==> config.mk <==
export PLATFORM = sky130hd
export DESIGN_NAME = ir_beam_break_detector
export DESIGN_NICKNAME = d
export VERILOG_FILES = /design/src/rtl/ibbd_pkg.sv /design/src/rtl/ir_beam_break_detector.sv
export VERILOG_INCLUDE_DIRS = /design/src /design/src/rtl
export SDC_FILE = /design/constraint.sdc
export NUM_CORES = 1
export LEC_CHECK = 0
export CAP_MARGIN = 25
export CORE_MARGIN = 10
export CORE_UTILIZATION = 40
export CTS_CLUSTER_DIAMETER = 120
export DETAILED_ROUTE_END_ITERATION = 6
export DONT_BUFFER_PORTS = 1
export SLEW_MARGIN = 20
export SYNTH_ARGS = -nofsm -noshare
export SYNTH_HDL_FRONTEND = slang
export SYNTH_SLANG_ARGS = --single-unit
==> constraint.sdc <==
create_clock -name i_clk -period 10.85 [get_ports i_clk]
set_input_delay 1.6275 -clock i_clk [delete_from_list [all_inputs] [get_ports i_clk]]
set_output_delay 1.6275 -clock i_clk [all_outputs]
set_load 0.02 [all_outputs]
==> src/rtl/ir_beam_break_detector_macros.svh <==
// ============================================================================
// ir beam break detector assertion macros
// shared assertion helpers; removed when NO_ASSERTIONS is defined
// ============================================================================
`ifndef IR_BEAM_BREAK_DETECTOR_MACROS_SVH
`define IR_BEAM_BREAK_DETECTOR_MACROS_SVH

`ifndef NO_ASSERTIONS

// same-cycle implication
`define IBBD_ASSERT_IMPLY(label, clk, rst_n, ante, cons) \
    label: assert property (@(posedge clk) disable iff (!(rst_n)) (ante) |-> (cons)) \
        else $error("ibbd assertion failed");

// next-cycle implication
`define IBBD_ASSERT_NEXT(label, clk, rst_n, ante, cons) \
    label: assert property (@(posedge clk) disable iff (!(rst_n)) (ante) |=> (cons)) \
        else $error("ibbd assertion failed");

`else

`define IBBD_ASSERT_IMPLY(label, clk, rst_n, ante, cons)
`define IBBD_ASSERT_NEXT(label, clk, rst_n, ante, cons)

`endif

`endif

==> src/rtl/ibbd_pkg.sv <==
// ============================================================================
// ibbd_pkg
// types and constants of the ir beam break detector
// ============================================================================
`default_nettype none

package ibbd_pkg;

    localparam int SLOTS_DEFAULT = 4;

    localparam int WIN_W   = 10;
    localparam int CNT_W   = 8;
    localparam int BTIME_W = 12;
    localparam int BMISS_W = 4;
    localparam int ALARM_W = 16;
    localparam int CFG_W   = 16;
    localparam int CFG_IDX_W = 3;

    localparam logic [WIN_W-1:0]   WINDOW_TICKS_RST    = 10'd100;
    localparam logic [CNT_W-1:0]   PULSE_THRESHOLD_RST = 8'd5;
    localparam logic [BTIME_W-1:0] BOUNCE_TICKS_RST    = 12'd350;
    localparam logic [BMISS_W-1:0] BOUNCE_MISS_RST     = 4'd2;
    localparam logic [ALARM_W-1:0] ALARM_TICKS_RST     = 16'd1000;
    localparam logic               BOUNCE_ENABLE_RST   = 1'b1;

    localparam logic [CNT_W-1:0]   CNT_MAX   = 8'd255;
    localparam logic [BMISS_W-1:0] BMISS_MAX = 4'd15;

    localparam logic [CFG_IDX_W-1:0] CFG_WINDOW_TICKS    = 3'd0;
    localparam logic [CFG_IDX_W-1:0] CFG_PULSE_THRESHOLD = 3'd1;
    localparam logic [CFG_IDX_W-1:0] CFG_BOUNCE_TICKS    = 3'd2;
    localparam logic [CFG_IDX_W-1:0] CFG_BOUNCE_MISS     = 3'd3;
    localparam logic [CFG_IDX_W-1:0] CFG_ALARM_TICKS     = 3'd4;
    localparam logic [CFG_IDX_W-1:0] CFG_BOUNCE_ENABLE   = 3'd5;

    localparam logic CMD_TICK = 1'b0;
    localparam logic CMD_PIN  = 1'b1;

    typedef struct packed {
        logic command;
        logic sensor_one;
        logic sensor_two;
        logic sensor_three;
    } t_in;

    typedef struct packed {
        logic relay_n;
        logic buzzer;
        logic window_end;
        logic window_missed;
    } t_out;

    typedef enum logic [5:0] {
        S_IDLE = 6'b000001,
        S_DEC  = 6'b000010,
        S_CLR  = 6'b000100,
        S_WIN  = 6'b001000,
        S_OPEN = 6'b010000,
        S_OUT  = 6'b100000
    } t_state;

endpackage

`default_nettype wire

==> src/rtl/ir_beam_break_detector.sv <==
// ============================================================================
// ir_beam_break_detector
// three-sensor beam break detector with counting windows, bounce slots and
// a timed alarm output
// ============================================================================
// input channel: i_valid / o_stall carry one transaction, either a 1 ms tick
// or a pin change with three sensor levels. output channel: o_valid / i_stall
// carry one result transaction per input (relay, buzzer, window flags).
// configuration: i_cfg_we writes i_cfg_data into register i_cfg_idx.
// sequence: a pin change updates the pulse counts and goes straight to the
// output step. a tick walks the slot ring with one shared slot update unit,
// one slot per cycle, with a slot clearing pass whenever the alarm starts,
// a window check, and a slot opening pass when a missed window opens a slot,
// before the output step.
// throughput: one transaction at a time; o_stall is high from accept until
// the result has moved into the output register.
// a held result does not block the next input; if the output register is
// still full and stalled, the sequencer waits in its last step.
// reset (synchronous, active low) loads the default configuration, clears
// all counts, timers and slots and loads the window timer.
// ============================================================================
`default_nettype none
`include "ir_beam_break_detector_macros.svh"

module ir_beam_break_detector #(
    parameter int SLOTS = ibbd_pkg::SLOTS_DEFAULT
) (
    input  wire                               i_clk,
    input  wire                               i_rst_n,
    input  wire                               i_valid,
    output logic                              o_stall,
    input  ibbd_pkg::t_in                     i_data,
    output logic                              o_valid,
    input  wire                               i_stall,
    output ibbd_pkg::t_out                    o_data,
    input  wire                               i_cfg_we,
    input  wire  [ibbd_pkg::CFG_IDX_W-1:0]    i_cfg_idx,
    input  wire  [ibbd_pkg::CFG_W-1:0]        i_cfg_data
);

    localparam int IDX_W = (SLOTS > 1) ? $clog2(SLOTS) : 1;
    localparam logic [IDX_W-1:0] LAST_IDX = IDX_W'(SLOTS - 1);

    // configuration
    logic [ibbd_pkg::WIN_W-1:0]   r_window_ticks;
    logic [ibbd_pkg::CNT_W-1:0]   r_pulse_threshold;
    logic [ibbd_pkg::BTIME_W-1:0] r_bounce_ticks;
    logic [ibbd_pkg::BMISS_W-1:0] r_bounce_miss;
    logic [ibbd_pkg::ALARM_W-1:0] r_alarm_ticks;
    logic                         r_bounce_enable;

    // state
    ibbd_pkg::t_state             r_state;
    logic [ibbd_pkg::WIN_W-1:0]   r_window_timer;
    logic [ibbd_pkg::CNT_W-1:0]   r_pulse_count [3];
    logic [ibbd_pkg::ALARM_W-1:0] r_alarm_timer;
    logic                         r_alarm_on;
    logic [ibbd_pkg::BTIME_W-1:0] r_slot_time   [SLOTS];
    logic [ibbd_pkg::BMISS_W-1:0] r_slot_misses [SLOTS];
    logic [IDX_W-1:0]             r_ptr;
    logic [IDX_W-1:0]             r_idx;
    logic                         r_fire;
    logic                         r_clr_to_win;
    logic                         r_ended;
    logic                         r_missed;
    logic                         r_out_valid;
    ibbd_pkg::t_out               r_out;

    // shared slot update unit
    logic [ibbd_pkg::BTIME_W-1:0] w_cur_time;
    logic [ibbd_pkg::BMISS_W-1:0] w_cur_misses;
    logic [ibbd_pkg::BTIME_W-1:0] n_slot_time;
    logic [ibbd_pkg::BMISS_W-1:0] n_slot_misses;
    logic                         w_slot_fire;
    logic                         w_last;
    logic                         w_accept;
    logic                         w_win_missed;
    logic                         w_out_load;

    assign w_cur_time   = r_slot_time[r_idx];
    assign w_cur_misses = r_slot_misses[r_idx];
    assign w_last       = (r_idx == LAST_IDX);
    assign w_accept     = i_valid && !o_stall;
    assign w_out_load   = (r_state == ibbd_pkg::S_OUT) && (!r_out_valid || !i_stall);

    always_comb begin
        n_slot_time   = w_cur_time;
        n_slot_misses = w_cur_misses;
        w_slot_fire   = 1'b0;
        case (r_state)
            ibbd_pkg::S_DEC: begin
                if (w_cur_time != '0) begin
                    n_slot_time = w_cur_time - 1'b1;
                end
                w_slot_fire = r_bounce_enable && (n_slot_time == '0)
                              && (w_cur_misses >= r_bounce_miss);
            end
            ibbd_pkg::S_CLR: begin
                n_slot_time   = '0;
                n_slot_misses = '0;
            end
            ibbd_pkg::S_OPEN: begin
                if (r_idx == r_ptr) begin
                    n_slot_time   = r_bounce_ticks;
                    n_slot_misses = '0;
                end
                if (n_slot_time != '0 && n_slot_misses != ibbd_pkg::BMISS_MAX) begin
                    n_slot_misses = n_slot_misses + 1'b1;
                end
            end
            default: begin
                n_slot_time   = w_cur_time;
                n_slot_misses = w_cur_misses;
            end
        endcase
    end

    assign w_win_missed = (r_pulse_count[0] <= r_pulse_threshold)
                       || (r_pulse_count[1] <= r_pulse_threshold)
                       || (r_pulse_count[2] <= r_pulse_threshold);

    // configuration writes
    always_ff @(posedge i_clk) begin
        if (!i_rst_n) begin
            r_window_ticks    <= ibbd_pkg::WINDOW_TICKS_RST;
            r_pulse_threshold <= ibbd_pkg::PULSE_THRESHOLD_RST;
            r_bounce_ticks    <= ibbd_pkg::BOUNCE_TICKS_RST;
            r_bounce_miss     <= ibbd_pkg::BOUNCE_MISS_RST;
            r_alarm_ticks     <= ibbd_pkg::ALARM_TICKS_RST;
            r_bounce_enable   <= ibbd_pkg::BOUNCE_ENABLE_RST;
        end else if (i_cfg_we) begin
            case (i_cfg_idx)
                ibbd_pkg::CFG_WINDOW_TICKS:
                    r_window_ticks <= i_cfg_data[ibbd_pkg::WIN_W-1:0];
                ibbd_pkg::CFG_PULSE_THRESHOLD:
                    r_pulse_threshold <= i_cfg_data[ibbd_pkg::CNT_W-1:0];
                ibbd_pkg::CFG_BOUNCE_TICKS:
                    r_bounce_ticks <= i_cfg_data[ibbd_pkg::BTIME_W-1:0];
                ibbd_pkg::CFG_BOUNCE_MISS:
                    r_bounce_miss <= i_cfg_data[ibbd_pkg::BMISS_W-1:0];
                ibbd_pkg::CFG_ALARM_TICKS:
                    r_alarm_ticks <= i_cfg_data[ibbd_pkg::ALARM_W-1:0];
                ibbd_pkg::CFG_BOUNCE_ENABLE:
                    r_bounce_enable <= i_cfg_data[0];
                default: begin
                end
            endcase
        end
    end

    // slot ring, one entry updated per cycle during the decrement, clear and open passes
    always_ff @(posedge i_clk) begin
        if (!i_rst_n) begin
            for (int i = 0; i < SLOTS; i++) begin
                r_slot_time[i]   <= '0;
                r_slot_misses[i] <= '0;
            end
        end else if (r_state == ibbd_pkg::S_DEC || r_state == ibbd_pkg::S_CLR
                     || r_state == ibbd_pkg::S_OPEN) begin
            r_slot_time[r_idx]   <= n_slot_time;
            r_slot_misses[r_idx] <= n_slot_misses;
        end
    end

    // sequencer
    always_ff @(posedge i_clk) begin
        if (!i_rst_n) begin
            r_state        <= ibbd_pkg::S_IDLE;
            r_window_timer <= ibbd_pkg::WINDOW_TICKS_RST;
            for (int i = 0; i < 3; i++) begin
                r_pulse_count[i] <= '0;
            end
            r_alarm_timer  <= '0;
            r_alarm_on     <= 1'b0;
            r_ptr          <= '0;
            r_idx          <= '0;
            r_fire         <= 1'b0;
            r_clr_to_win   <= 1'b0;
            r_ended        <= 1'b0;
            r_missed       <= 1'b0;
        end else begin
            case (r_state)
                ibbd_pkg::S_IDLE: begin
                    if (w_accept) begin
                        r_idx    <= '0;
                        r_fire   <= 1'b0;
                        r_ended  <= 1'b0;
                        r_missed <= 1'b0;
                        if (i_data.command == ibbd_pkg::CMD_PIN) begin
                            if (r_window_timer != '0) begin
                                if (!i_data.sensor_one && r_pulse_count[0] != ibbd_pkg::CNT_MAX)
                                    r_pulse_count[0] <= r_pulse_count[0] + 1'b1;
                                if (!i_data.sensor_two && r_pulse_count[1] != ibbd_pkg::CNT_MAX)
                                    r_pulse_count[1] <= r_pulse_count[1] + 1'b1;
                                if (!i_data.sensor_three && r_pulse_count[2] != ibbd_pkg::CNT_MAX)
                                    r_pulse_count[2] <= r_pulse_count[2] + 1'b1;
                            end
                            r_state <= ibbd_pkg::S_OUT;
                        end else begin
                            if (r_window_timer != '0)
                                r_window_timer <= r_window_timer - 1'b1;
                            if (r_alarm_timer != '0)
                                r_alarm_timer <= r_alarm_timer - 1'b1;
                            r_state <= ibbd_pkg::S_DEC;
                        end
                    end
                end
                ibbd_pkg::S_DEC: begin
                    r_idx <= w_last ? '0 : r_idx + 1'b1;
                    if (w_last) begin
                        if (r_fire || w_slot_fire) begin
                            r_alarm_on    <= 1'b1;
                            r_alarm_timer <= r_alarm_ticks;
                            r_clr_to_win  <= 1'b1;
                            r_state       <= ibbd_pkg::S_CLR;
                        end else begin
                            if (r_alarm_timer == '0)
                                r_alarm_on <= 1'b0;
                            r_state <= ibbd_pkg::S_WIN;
                        end
                    end else if (w_slot_fire) begin
                        r_fire <= 1'b1;
                    end
                end
                ibbd_pkg::S_CLR: begin
                    r_idx <= w_last ? '0 : r_idx + 1'b1;
                    if (w_last) begin
                        r_state <= r_clr_to_win ? ibbd_pkg::S_WIN : ibbd_pkg::S_OUT;
                    end
                end
                ibbd_pkg::S_WIN: begin
                    if (r_window_timer == '0) begin
                        r_ended  <= 1'b1;
                        r_missed <= w_win_missed;
                        for (int i = 0; i < 3; i++) begin
                            r_pulse_count[i] <= '0;
                        end
                        r_window_timer <= r_window_ticks;
                        if (w_win_missed) begin
                            if (r_bounce_enable) begin
                                r_state <= ibbd_pkg::S_OPEN;
                            end else begin
                                r_alarm_on    <= 1'b1;
                                r_alarm_timer <= r_alarm_ticks;
                                r_clr_to_win  <= 1'b0;
                                r_state       <= ibbd_pkg::S_CLR;
                            end
                        end else begin
                            r_state <= ibbd_pkg::S_OUT;
                        end
                    end else begin
                        r_state <= ibbd_pkg::S_OUT;
                    end
                end
                ibbd_pkg::S_OPEN: begin
                    r_idx <= w_last ? '0 : r_idx + 1'b1;
                    if (w_last) begin
                        r_ptr   <= (r_ptr == LAST_IDX) ? '0 : r_ptr + 1'b1;
                        r_state <= ibbd_pkg::S_OUT;
                    end
                end
                ibbd_pkg::S_OUT: begin
                    if (w_out_load) begin
                        r_state <= ibbd_pkg::S_IDLE;
                    end
                end
                default: begin
                    r_state <= ibbd_pkg::S_IDLE;
                end
            endcase
        end
    end

    // output valid
    always_ff @(posedge i_clk) begin
        if (!i_rst_n) begin
            r_out_valid <= 1'b0;
        end else if (w_out_load) begin
            r_out_valid <= 1'b1;
        end else if (!i_stall) begin
            r_out_valid <= 1'b0;
        end
    end

    // result register
    always_ff @(posedge i_clk) begin
        if (w_out_load) begin
            r_out.relay_n       <= !r_alarm_on;
            r_out.buzzer        <= r_alarm_on;
            r_out.window_end    <= r_ended;
            r_out.window_missed <= r_missed;
        end
    end

    assign o_stall = (r_state != ibbd_pkg::S_IDLE);
    assign o_valid = r_out_valid;
    assign o_data  = r_out;

    `IBBD_ASSERT_IMPLY(a_idx_range, i_clk, i_rst_n, 1'b1, r_idx <= LAST_IDX)
    `IBBD_ASSERT_IMPLY(a_ptr_range, i_clk, i_rst_n, 1'b1, r_ptr <= LAST_IDX)
    `IBBD_ASSERT_NEXT(a_tick_walks, i_clk, i_rst_n, w_accept && i_data.command == ibbd_pkg::CMD_TICK, r_state == ibbd_pkg::S_DEC)
    `IBBD_ASSERT_IMPLY(a_drive_match, i_clk, i_rst_n, o_valid, o_data.relay_n != o_data.buzzer)
    `IBBD_ASSERT_IMPLY(a_miss_needs_end, i_clk, i_rst_n, o_valid && o_data.window_missed, o_data.window_end)

endmodule

`default_nettype wire
# After elaboration in Yosys (flattened, before gate mapping)
# Memory sizes are Yosys's and may differ from the RTL's. A register that Yosys moved wholly into a read port is not among the register bits.
# Cells that the tools add are included.
# op_classes
eq_ne,35
n_bitwise,6
magnitude_cmp,4
n_mux,108
reduce_logical,52
addsub,9
# op_table
cell,n
two-way mux 16 bit,8
two-way mux 12 bit,5
two-way mux 6 bit,9
two-way mux 1 bit,50
two-way mux 8 bit,6
one-hot mux 16 bit (3 select lines),1
two-way mux 10 bit,4
one-hot mux 12 bit (3 select lines),1
one-hot mux 6 bit (6 select lines),1
!= test 2 bit (second input constant),13
adder 8 x 1 -> 8 bit (second input constant),3
less-or-equal comparator 8 bit,3
!= test 8 bit (second input constant),3
nonzero test 12 bit,2
two-way mux 4 bit,5
one-hot mux 10 bit (2 select lines),1
two-way mux 2 bit,9
logical NOT 16 bit,1
AND reduction 2 bit,8
nonzero test 16 bit,1
subtractor 16 x 1 -> 16 bit (second input constant),1
logical NOT 12 bit,1
AND reduction 6 bit,2
OR reduction 12 bit,1
39 further kinds,75
# totals
memories,3
mem_bits_rw,88
output_inout_bits,6
regBits,97
# memory_table
name,words,width,rd,rd_ports_with_merged_regs,wr,line,rtl
r_slot_time,4,12,1,1,4,ir_beam_break_detector.sv:58,logic [ibbd_pkg::BTIME_W-1:0] r_slot_time [SLOTS];
r_pulse_count,3,8,3,0,3,ir_beam_break_detector.sv:55,logic [ibbd_pkg::CNT_W-1:0] r_pulse_count [3];
r_slot_misses,4,4,1,1,4,ir_beam_break_detector.sv:59,logic [ibbd_pkg::BMISS_W-1:0] r_slot_misses [SLOTS];

# Longest topological paths before layout
# Gate-level depths: netlist (run 1).
# An unclocked memory read counts as a cell.
# logic_depth
ltp_word,12
ltp_mapped,14
mapped_depth_nobuf,11

# Worst setup path before layout (run 1)
# No wires, ideal clock.
# synth_timing
kind,reg2reg
start,register with a tool-made name
end,register r_alarm_timer[11] in the netlist's numbering
stages_incl_launch_ff,14
slack_ns,7.316
arrival_time_ns,3.409
setup_ns,0.124
synth_period_minus_slack_ns,3.534
cell_sequence,dfxtp_1 -> clkbuf_1 -> mux4_2 -> inv_1 -> ha_1 -> inv_1 -> nor4_1 -> o2111a_1 -> nor4_1 -> or4b_1 -> o21a_1 -> buf_6 -> nor3_2 -> o22ai_2
# synth_rtl
item,line,rtl
to (signal assigned),ir_beam_break_detector.sv:203,r_alarm_timer <= r_alarm_timer - 1'b1;
to (signal assigned),ir_beam_break_detector.sv:213,r_alarm_timer <= r_alarm_ticks;
to (signal assigned),ir_beam_break_detector.sv:244,r_alarm_timer <= r_alarm_ticks;
to (decl),ir_beam_break_detector.sv:56,logic [ibbd_pkg::ALARM_W-1:0] r_alarm_timer;

==> results of run 1 <==
-- worst paths after layout --
kind / to / cells past startpoint / slack, ns
worst max-delay path: r_alarm_timer[3] / 11 / 5.94
worst min-delay path: o_data[2] / 0 / 0.45
worst max register to register: r_alarm_timer[3] / 11 / 5.94
worst min register to register: o_data[2] / 0 / 0.45
-- area by class of cell --
type | count | area, um^2 | area share, %
Multi-Input combinational cell | 785 | 4820 | 45.3
Sequential cell | 187 | 4660 | 43.8
Clock buffer | 17 | 425 | 4.00
Tap cell | 324 | 405 | 3.81
Clock inverter | 15 | 143 | 1.34
Inverter | 27 | 101 | 0.952
Timing Repair Buffer | 8 | 80.1 | 0.752
-- Yosys cell counts (8+ instances only) --
library cell  instances  area share (%)
a21oi_1              89             4.5
and3_1               12            0.76
clkbuf_1             50             1.9
dfxtp_1              95              19
edfxtp_1             92              28
ha_1                 37             4.7
inv_1                26            0.99
mux2i_1              21             2.1
mux4_2               16             3.7
nand2_1             154             5.9
nand3_1              43             2.2
nand4_1               8            0.51
nor2_1              159             6.1
nor2b_1              11            0.70
nor3_1               31             1.6
nor4_1               18             1.1
o21ai_0              21             1.1
o22ai_2              10             1.3
xnor2_1              10            0.89
xor2_1               12             1.1
-- registers in the layout (all words and copies together), names as in the netlist, 6 cells and up, named ones only --
register,count
r_pulse_count,24
r_bounce_ticks,12
r_window_ticks,10
r_slot_misses,16
r_alarm_timer,16
r_state,6
r_slot_time,48
r_window_timer,10
r_pulse_threshold,8
r_alarm_ticks,16
-- critical path, cell delays in order, from the launching register on --
cell	delay, ns
dfxtp_1	0.96
mux4_2	0.49
inv_1	0.11
ha_1	0.21
inv_1	0.10
nor4_1	0.50
o2111a_1	0.44
a31oi_1	0.12
or4b_1	0.60
o21ai_2	0.54
nand3_2	0.48
o22ai_1	0.27
-- power by group --
group / switching, W / internal [W] / leakage [nW]
combinational: 0.000249 / 0.000159 / 1.79
sequential: 0.0000336 / 0.000780 / 1.72
clock: 0.000308 / 0.000307 / 0.279
-- metrics by stage --
step	setup slack, ns	area (um^2)
2_1_floorplan	7.32	9830
3_3_place_gp	6.14	10000
3_5_place_dp	6.01	10000
4_1_cts	5.99	10600
5_1_grt	5.48	10600
6_report	5.94	10600
-- per-layer routing --
layer  wire length, um  part of all wire (%)  global-route usage, %  vias to the layer above
met5                 0                     0                      0                        -
met4               191                  0.77                   3.33                        0
met3              1350                   5.4                   3.33                       18
met2             12100                    49                   26.5                      200
met1             11300                    45                   21.8                     3648
li1                  -                     -                      -                     3747
-- logic make-up (layout without fill, tap and decap cells) --
group           Yosys count  in the layout  share of synthesized area [%]
mux                      39             39                           6.04
simple gates            489            489                           23.1
flops                   187            187                           47.5
fa+ha+maj                37             37                           4.71
buf+inv                  83             67                           3.49
compound gates          198            198                           13.2
xor+xnor                 22             22                           1.96
==> metrics.cfg, run 1 <==
[logic_synthesis]
yosysSeqAreaShare_pct=47.5
syn_avg_cell_area_um2=9.31
synth_nets=1120
postSynthCellCount=1055
synth_edf_count=92
ys_types=71
synth_area_um2=9830
ys_warn_count=0
synthFlopType=dfxtp_1
ys_ff_latch=187
synth-async-reset-ratio_pct=0

[routing]
viasPerCell=5.59
detail-route-antenna-nets=0
drt-initial-drc-count=565
dr.pass1.iters=5
routed-via-count=7613
finalWirelength_um=25000
wl_per_cell_um=18.3
drc=0

[floorplanning]
fp.dieW_um=177
rows=57
core_area_um2=24200
die_h_um=177
io_pins=34
start_util_pct=40.5
die_area_um2=31200

[clocking]
cts_tree=yes
cts_inserted_buffers=17
hold_buffers=0
clock_path_buffers=2
clk-insertion-delay-late_ns=0.44
clock-sinks=187
cts_setup_buffers=0
clk_pin_slew_ns=0.07
ctsResizeCount=0
cts.htree.levels=4
clockRootBuffer=clkbuf_16

[timing]
slew_viol_final=0
max_freq_mhz=204
max_slew.worst_pin.slew_ns=0.972
setup_viol=0
finalHoldViolations=0
finalCritPeriodShare_pct=45.2
finClkSkew_ns=0.0133
hold-worst-slack_ns=0.446
rsz0062_at_grt=false
relSlewSlack_pct=35.1
tns_ns=0
period_minus_slack_ns=4.91

[layout]
drive_gt1_share_pct=8.95
area_growth_pct=8.31
final_cells=1363
final_cell_mix=nor2_1, nand2_1, dfxtp_1
nets=1091
layout_commonest_cell=nor2_1
fill_cells=2429
utilization_pct=43.9
antennaDiodeCount=0

[placed_design]
placedCellCount=1329
place_congestion=0.838
port_buffers=0
dp_hpwl_um=17100

[worst_hold_path]
min_path_type=reg2reg
worstHoldStart=r_alarm_on

[grt]
grt_usage_pct=16.2
antenna_found_initial=0
grt_overflow_total=0
grt_pass1_wl_um=40200
grt_pass1_vias=7189
grt_max_degree=54

[status]
outcome=completed

[pwr]
finalPower_w=0.00184
irDropWorstVdd_v=0.000112
power_density_nw_per_um2=173
power.static_leakage_nw=3.78

[worst_setup_path]
path_class=reg2reg
required_ns=11.19
crit_arrival_ns=5.25
end_kind=flop
path_max_fanout=20
start_kind=flop

[flow_run]
maxCapViolCount=0

No activity file was read; power rests on OpenSTA's default activity.
==> inputs of run 2 (changes only) <==
- ABC_AREA: default -> 1
- clock period: 10.85 -> 4.93 ns (I/O delays scaled with it)
==> run 2 against run 1 <==
Against the previous run:
- flip-flop and latch count did not move
- design area grew 2.4%
- clock power is 130% higher
- highest routed layer unchanged
==> metrics.cfg, run 2 <==
[status]
outcome=completed

[layout]
layout_commonest_cell=nand2_1
fill_cells=2556  ; +5.2%
antennaDiodeCount=0  ; unchanged
reg_top3=r_slot_time x48, r_pulse_count x24
drive_gt1_share_pct=5.90  ; -3.1 points
final_cell_mix=nand2_1, nor2_1, inv_1
nets=1340  ; +23%
largest_register=r_slot_time
area_growth_pct=8.10
final_area_um2=10900  ; +2.4%
largest_reg_flops=48  ; unchanged

[placed_design]
port_buffers=0  ; unchanged
dp_hpwl_um=18900  ; +10%
place_area_um2=10300  ; +2.5%
place_congestion=0.900  ; +7.4%

[grt]
antenna_found_initial=0  ; unchanged
grt_max_degree=83  ; +54%
grt_usage_pct=16.9  ; +0.67 points
grt_pass1_vias=7901  ; +9.9%
grt_pass1_wl_um=42400  ; +5.5%
grt_overflow_total=0  ; unchanged

[worst_hold_path]
min_path_type=in2reg
whs_endpoint=r_pulse_threshold[0]
worstHoldStart=i_cfg_data[0]
min_path_cells=2  ; +2

[floorplanning]
io_pins=34  ; unchanged
fp.dieW_um=179  ; +1.2%
core_area_um2=25000  ; +3.0%
rows=58  ; +1.8%
start_util_pct=40.4  ; -0.12 points
die_area_um2=32000  ; +2.3%
die_h_um=179  ; +1.2%

[pwr]
p_sw_share_pct=33.5  ; +1.4 points
power_switching_w=0.00150  ; +150%
p_seq_share_pct=42.6  ; -1.7 points
irDropWorstVdd_v=0.000235  ; +110%
power.static_leakage_nw=4.58  ; +21%
clkPwrFrac_pct=31.5  ; -2.0 points
p_int_w=0.00298  ; +140%
power_density_nw_per_um2=411  ; +140%
comb_power_share_pct=25.9  ; +3.7 points

[worst_setup_path]
crit_slowest_cell=nand2_1
rr_endpoint=r_slot_time[0][5]
rr_worst_depth=9  ; -2
required_ns=4.94  ; -6.25 ns
cp.buffers_inverters=2  ; unchanged
start_kind=flop
worstPathCellList=nor2_1 -> nand4_1 -> clkinv_1 -> nor2_1 -> inv_1 -> nand2_1 -> nor2_1 -> nand2_1 -> nand2_1
crit_arrival_ns=3.86  ; -1.39 ns
path_max_fanout=21  ; +5.0%
r2r-start=r_state[4]
end_kind=flop
max_stage_delay_ns=0.58  ; -0.38 ns
worst-r2r-setup-slack_ns=1.09  ; -4.86 ns
cpLargestDelayFamily=simple AND/OR/NAND/NOR gates
path_class=reg2reg

[routing]
routed-via-count=8388  ; +10%
wl_per_cell_um=16.4  ; -10%
finalWirelength_um=26600  ; +6.6%
drc=0  ; unchanged
drt-initial-drc-count=815  ; +44%
dr.pass1.iters=5  ; unchanged
viasPerCell=5.18  ; -7.2%
detail-route-antenna-nets=0  ; unchanged

[timing]
relSlewSlack_pct=36.4  ; +1.3 points
period_minus_slack_ns=3.84  ; -1.06 ns
finClkSkew_ns=0.0193  ; +0.00601 ns
rsz0062_at_grt=false
max_slew.worst_pin.slew_ns=0.951  ; -0.0214 ns
max_freq_mhz=260  ; +28%
setup_viol=0  ; unchanged
tns_ns=0  ; unchanged
slew_viol_final=0  ; unchanged
finalCritPeriodShare_pct=78.0  ; +33 points
hold-worst-slack_ns=0.416  ; -0.0298 ns
finalHoldViolations=0  ; unchanged

[logic_synthesis]
ys_ff_latch=187  ; unchanged
post-synth-top-count-cell=nand2_1
ys_warn_count=0  ; unchanged
synthTopCellsByCount=nand2_1, nor2_1, inv_1
syn_avg_cell_area_um2=7.78  ; -17%
synth_edf_count=92  ; unchanged
synth_area_um2=10100  ; +2.6%
synthDominantCellAreaShare_pct=27.4  ; -0.73 points
synthFlopType=dfxtp_1
ys_types=51  ; -28%
yosysSeqAreaShare_pct=46.2  ; -1.2 points
synth.area.top_cells=edfxtp_1, dfxtp_1, nand2_1
synth_nets=1362  ; +22%
synth-async-reset-ratio_pct=0  ; unchanged
postSynthCellCount=1297  ; +23%
yosys.area.top_type=edfxtp_1

[clocking]
hold_buffers=0  ; unchanged
clk-insertion-delay-late_ns=0.44  ; about the same
clock_path_buffers=2  ; unchanged
cts_tree=yes
cts_inserted_buffers=17  ; unchanged
clockRootBuffer=clkbuf_16
clock-sinks=187  ; unchanged
cts.htree.levels=4  ; unchanged
cts_setup_buffers=0  ; unchanged
ctsResizeCount=0  ; unchanged
clk_pin_slew_ns=0.08  ; about the same

[flow_run]
maxCapViolCount=0  ; unchanged

-- run 2: final cells by class --
cell class	count	area, um^2	share of cell area (%)
timing repair buffer	6	45.0	0.413
inverter	134	507	4.65
clock buffer	19	475	4.36
tap	330	413	3.79
multi-input combinational	929	4670	42.9
clock inverter	13	126	1.16
sequential	187	4660	42.8
-- run 2: cell families (layout without fill, tap and decap cells) --
family                     Yosys count  count (layout)  synth area share (%)
xor gates and xnor gates            27              27                  2.34
and+or+nand+nor                    670             670                  28.6
buffers and inverters              181             172                  7.48
AOI/OAI and AO/OA                  193             193                  10.5
muxes                                2               2                 0.198
adders and majority gates           37              37                  4.59
DFF                                187             187                  46.2
-- run 2: worst register-to-register path, stage by stage (launching register included) --
cell      delay [ns]
dfxtp_1         0.35
nor2_1          0.09
nand4_1         0.32
clkinv_1        0.40
nor2_1          0.39
inv_1           0.15
nand2_1         0.54
nor2_1          0.13
nand2_1         0.47
nand2_1         0.58
-- run 2: power by group through the flow --
stage	logic, W	clock network (W)	registers [W]
finish	0.00116	0.00141	0.00191
global route	0.00134	0.00149	0.00193
CTS	0.00116	0.00143	0.00191
detailed placement	0.00116	0	0.00194
global placement	0.00114	0	0.00194
floorplan	0.000973	0	0.00191
-- run 2: stage by stage --
stage               instances  setup WS [ns]  utilization [%]  total power, W
global placement         1586           1.31             41.3         0.00307
global route             1618          0.725             43.7         0.00476
finish                   1618           1.09             43.7         0.00448
floorplan                1297           2.13                -         0.00288
CTS                      1618           1.14             43.7         0.00450
detailed placement       1586           1.18             41.3         0.00310
-- run 2: worst max-delay path by stage --
stage,start,to,slack (ns),cells past startpoint
after floorplan,r_state[4],r_slot_misses[3][0],2.13,5
after global routing,r_state[4],r_slot_time[0][8],0.72,9
after CTS,r_state[4],r_slot_time[0][8],1.14,9
after detailed placement,r_state[4],r_slot_time[0][1],1.18,9
after global placement,r_state[4],r_slot_time[0][3],1.31,9
final,r_state[4],r_slot_time[0][5],1.09,9
-- run 2: layer usage --
metal | track usage (%) | wire length, um
met1 | 22.7 | 12100
met2 | 26.8 | 12300
met3 | 3.92 | 1890
met4 | 4.51 | 385
met5 | 0 | 0
==> inputs of run 3 (changes only) <==
- clock period: 4.93 -> 3.41 ns (I/O delays scaled with it)
==> run 3 against run 2 <==
Against the previous run:
- flip-flop and latch count did not move
- sequential share of layout area fell by 0.36 points
- clock power rose by 40%
- critical path depth rose by 9
- combinational power rose by 45%
- first-iteration DRC count fell by 29%
- largest power group unchanged
==> metrics.cfg, run 3 (synthesized netlist as in run 2, its figures left out) <==
[floorplanning]
start_util_pct=40.4  ; unchanged
io_pins=34  ; unchanged
die_h_um=179  ; unchanged
fp.dieW_um=179  ; unchanged
die_area_um2=32000  ; unchanged
core_area_um2=25000  ; unchanged
rows=58  ; unchanged

[timing]
slew_viol_final=0  ; unchanged
finalCritPeriodShare_pct=87.0  ; +9.0 points
finClkSkew_ns=0.0179  ; -0.00132 ns
period_minus_slack_ns=2.97  ; -0.879 ns
rsz0062_at_grt=false
finalHoldViolations=0  ; unchanged
tns_ns=0  ; unchanged
relSlewSlack_pct=44.1  ; +7.7 points
setup_viol=0  ; unchanged
max_slew.worst_pin.slew_ns=0.837  ; -0.114 ns
max_freq_mhz=337  ; +30%

[grt]
antenna_found_initial=0  ; unchanged
grt_overflow_total=0  ; unchanged
grt_usage_pct=16.5  ; -0.46 points
grt_pass1_wl_um=41900  ; -1.2%
grt_max_degree=83  ; unchanged
grt_pass1_vias=8016  ; +1.5%

[layout]
final_cells=1632  ; +0.87%
antennaDiodeCount=0  ; unchanged
largest_reg_flops=48  ; unchanged
fill_cells=2568  ; +0.47%
reg_top3=r_slot_time x48, r_pulse_count x24
area_growth_pct=9.00
largest_register=r_slot_time
final_cell_mix=nand2_1, nor2_1, inv_1
nets=1354  ; +1.0%
layout_commonest_cell=nand2_1
drive_gt1_share_pct=6.99  ; +1.1 points

[clocking]
cts_setup_buffers=0  ; unchanged
ctsResizeCount=0  ; unchanged
cts_inserted_buffers=17  ; unchanged
hold_buffers=0  ; unchanged
clockRootBuffer=clkbuf_16
clk_pin_slew_ns=0.08  ; about the same
clock_path_buffers=2  ; unchanged
clk-insertion-delay-late_ns=0.44  ; about the same
cts.htree.levels=4  ; unchanged
clock-sinks=187  ; unchanged
cts_tree=yes

[routing]
viasPerCell=5.16  ; -0.44%
finalWirelength_um=25600  ; -3.9%
detail-route-antenna-nets=0  ; unchanged
drt-initial-drc-count=581  ; -29%
routed-via-count=8423  ; +0.42%
drc=0  ; unchanged
wl_per_cell_um=15.7  ; -4.8%
dr.pass1.iters=6  ; +1

[pwr]
p_seq_share_pct=43.0  ; +0.4 points
p_sw_share_pct=34.4  ; +0.92 points
irDropWorstVdd_v=0.000333  ; +41%
power_switching_w=0.00221  ; +47%
comb_power_share_pct=26.2  ; +0.3 points
power.static_leakage_nw=4.63  ; +1.2%
p_int_w=0.00420  ; +41%
clkPwrFrac_pct=30.8  ; -0.7 points
power_density_nw_per_um2=583  ; +42%

[worst_hold_path]
min_path_type=in2reg
worstHoldStart=i_rst_n

[worst_setup_path]
end_kind=flop
worstPathCellList=inv_4 -> nand2_1 -> a32o_1 -> ha_1 -> inv_1 -> a21boi_0 -> o21ai_0 -> a21boi_0 -> o21ai_0 -> nor2_2 -> nand3_1 -> nor2_2 -> nand3_2 -> nand3_4 -> buf_4 -> o21ai_1 -> nand2_1 -> nor2_1
cp.buffers_inverters=3  ; +1
path_class=reg2reg
cpLargestDelayFamily=compound AO/OA/AOI/OAI gates
max_stage_delay_ns=0.39  ; -0.19 ns
crit_arrival_ns=3.27  ; -0.59 ns
start_kind=flop
path_max_fanout=32  ; +52%
required_ns=3.72  ; -1.22 ns
crit_slowest_cell=dfxtp_1

[placed_design]
place_congestion=0.919  ; +2.1%
port_buffers=0  ; unchanged
placedCellCount=1600  ; +0.88%
dp_hpwl_um=17900  ; -4.9%

[flow_run]
maxCapViolCount=0  ; unchanged

[status]
outcome=completed

## run 3: cell types whose count changed in the layout (fill, tap and decap cells not counted), moves of 2 or more
| cell | change |
|---|---|
| buf_4 | +14 |
| clkbuf_16 | -2 |
| clkinv_4 | +3 |
| clkinv_8 | +3 |
| inv_6 | -2 |
## run 3: path summary, 6_finish.rpt
check | end | slack [ns] | depth (start not counted)
hold / removal | r_state[0] | 0.16 | 1
setup / recovery | r_state[3] | 0.44 | 18
hold reg to reg | o_data[0] | 0.44 | 0
setup reg to reg | r_state[3] | 0.44 | 18
## run 3: power groups by stage
stage          registers [W]  clock network [W]  logic [W]
2_1_floorplan        0.00276                  0    0.00141
3_3_place_gp         0.00280                  0    0.00164
3_5_place_dp         0.00280                  0    0.00167
4_1_cts              0.00275            0.00201    0.00168
5_1_grt              0.00278            0.00210    0.00196
6_report             0.00276            0.00198    0.00168
## run 3: worst reg2reg max path, stage by stage (launching register included)
cell      delay (ns)
dfxtp_1         0.39
inv_4           0.29
nand2_1         0.09
a32o_1          0.27
ha_1            0.29
inv_1           0.03
a21boi_0        0.14
o21ai_0         0.09
a21boi_0        0.15
o21ai_0         0.12
nor2_2          0.13
nand3_1         0.08
nor2_2          0.10
nand3_2         0.11
nand3_4         0.13
buf_4           0.25
o21ai_1         0.09
nand2_1         0.06
nor2_1          0.04
## run 3: metal layers
layer | wire, um | vias to the layer above | share of wire [%] | track usage (%)
met3 | 1480 | 19 | 5.8 | 4.21
li1 | - | 4268 | - | -
met1 | 12300 | 3964 | 48 | 21.9
met5 | 0 | - | 0 | 0
met2 | 11500 | 172 | 45 | 26.1
met4 | 269 | 0 | 1.1 | 4.06
## run 3: stage by stage
| stage | area [um^2] | util [%] | hold WS (ns) | total power (W) | worst slack [ns] |
|---|---|---|---|---|---|
| after floorplan | 10100 | - | 0.408 | 0.00416 | 0.610 |
| after global placement | 10400 | 41.7 | 0.419 | 0.00445 | 0.521 |
| after detailed placement | 10400 | 41.7 | 0.416 | 0.00447 | 0.441 |
| after CTS | 11000 | 44.0 | 0.146 | 0.00645 | 0.446 |
| after global routing | 11000 | 44.0 | 0.143 | 0.00685 | 0.128 |
| final | 11000 | 44.0 | 0.158 | 0.00641 | 0.444 |
## run 3: cell type report
type                            count  area [um^2]  area share [%]
Clock buffer                       18          439            3.99
Clock inverter                     14          149            1.35
Multi-Input combinational cell    929         4670            42.5
Inverter                          134          507            4.61
Sequential cell                   187         4660            42.4
Tap cell                          330          413            3.76
Timing Repair Buffer               20          150            1.37
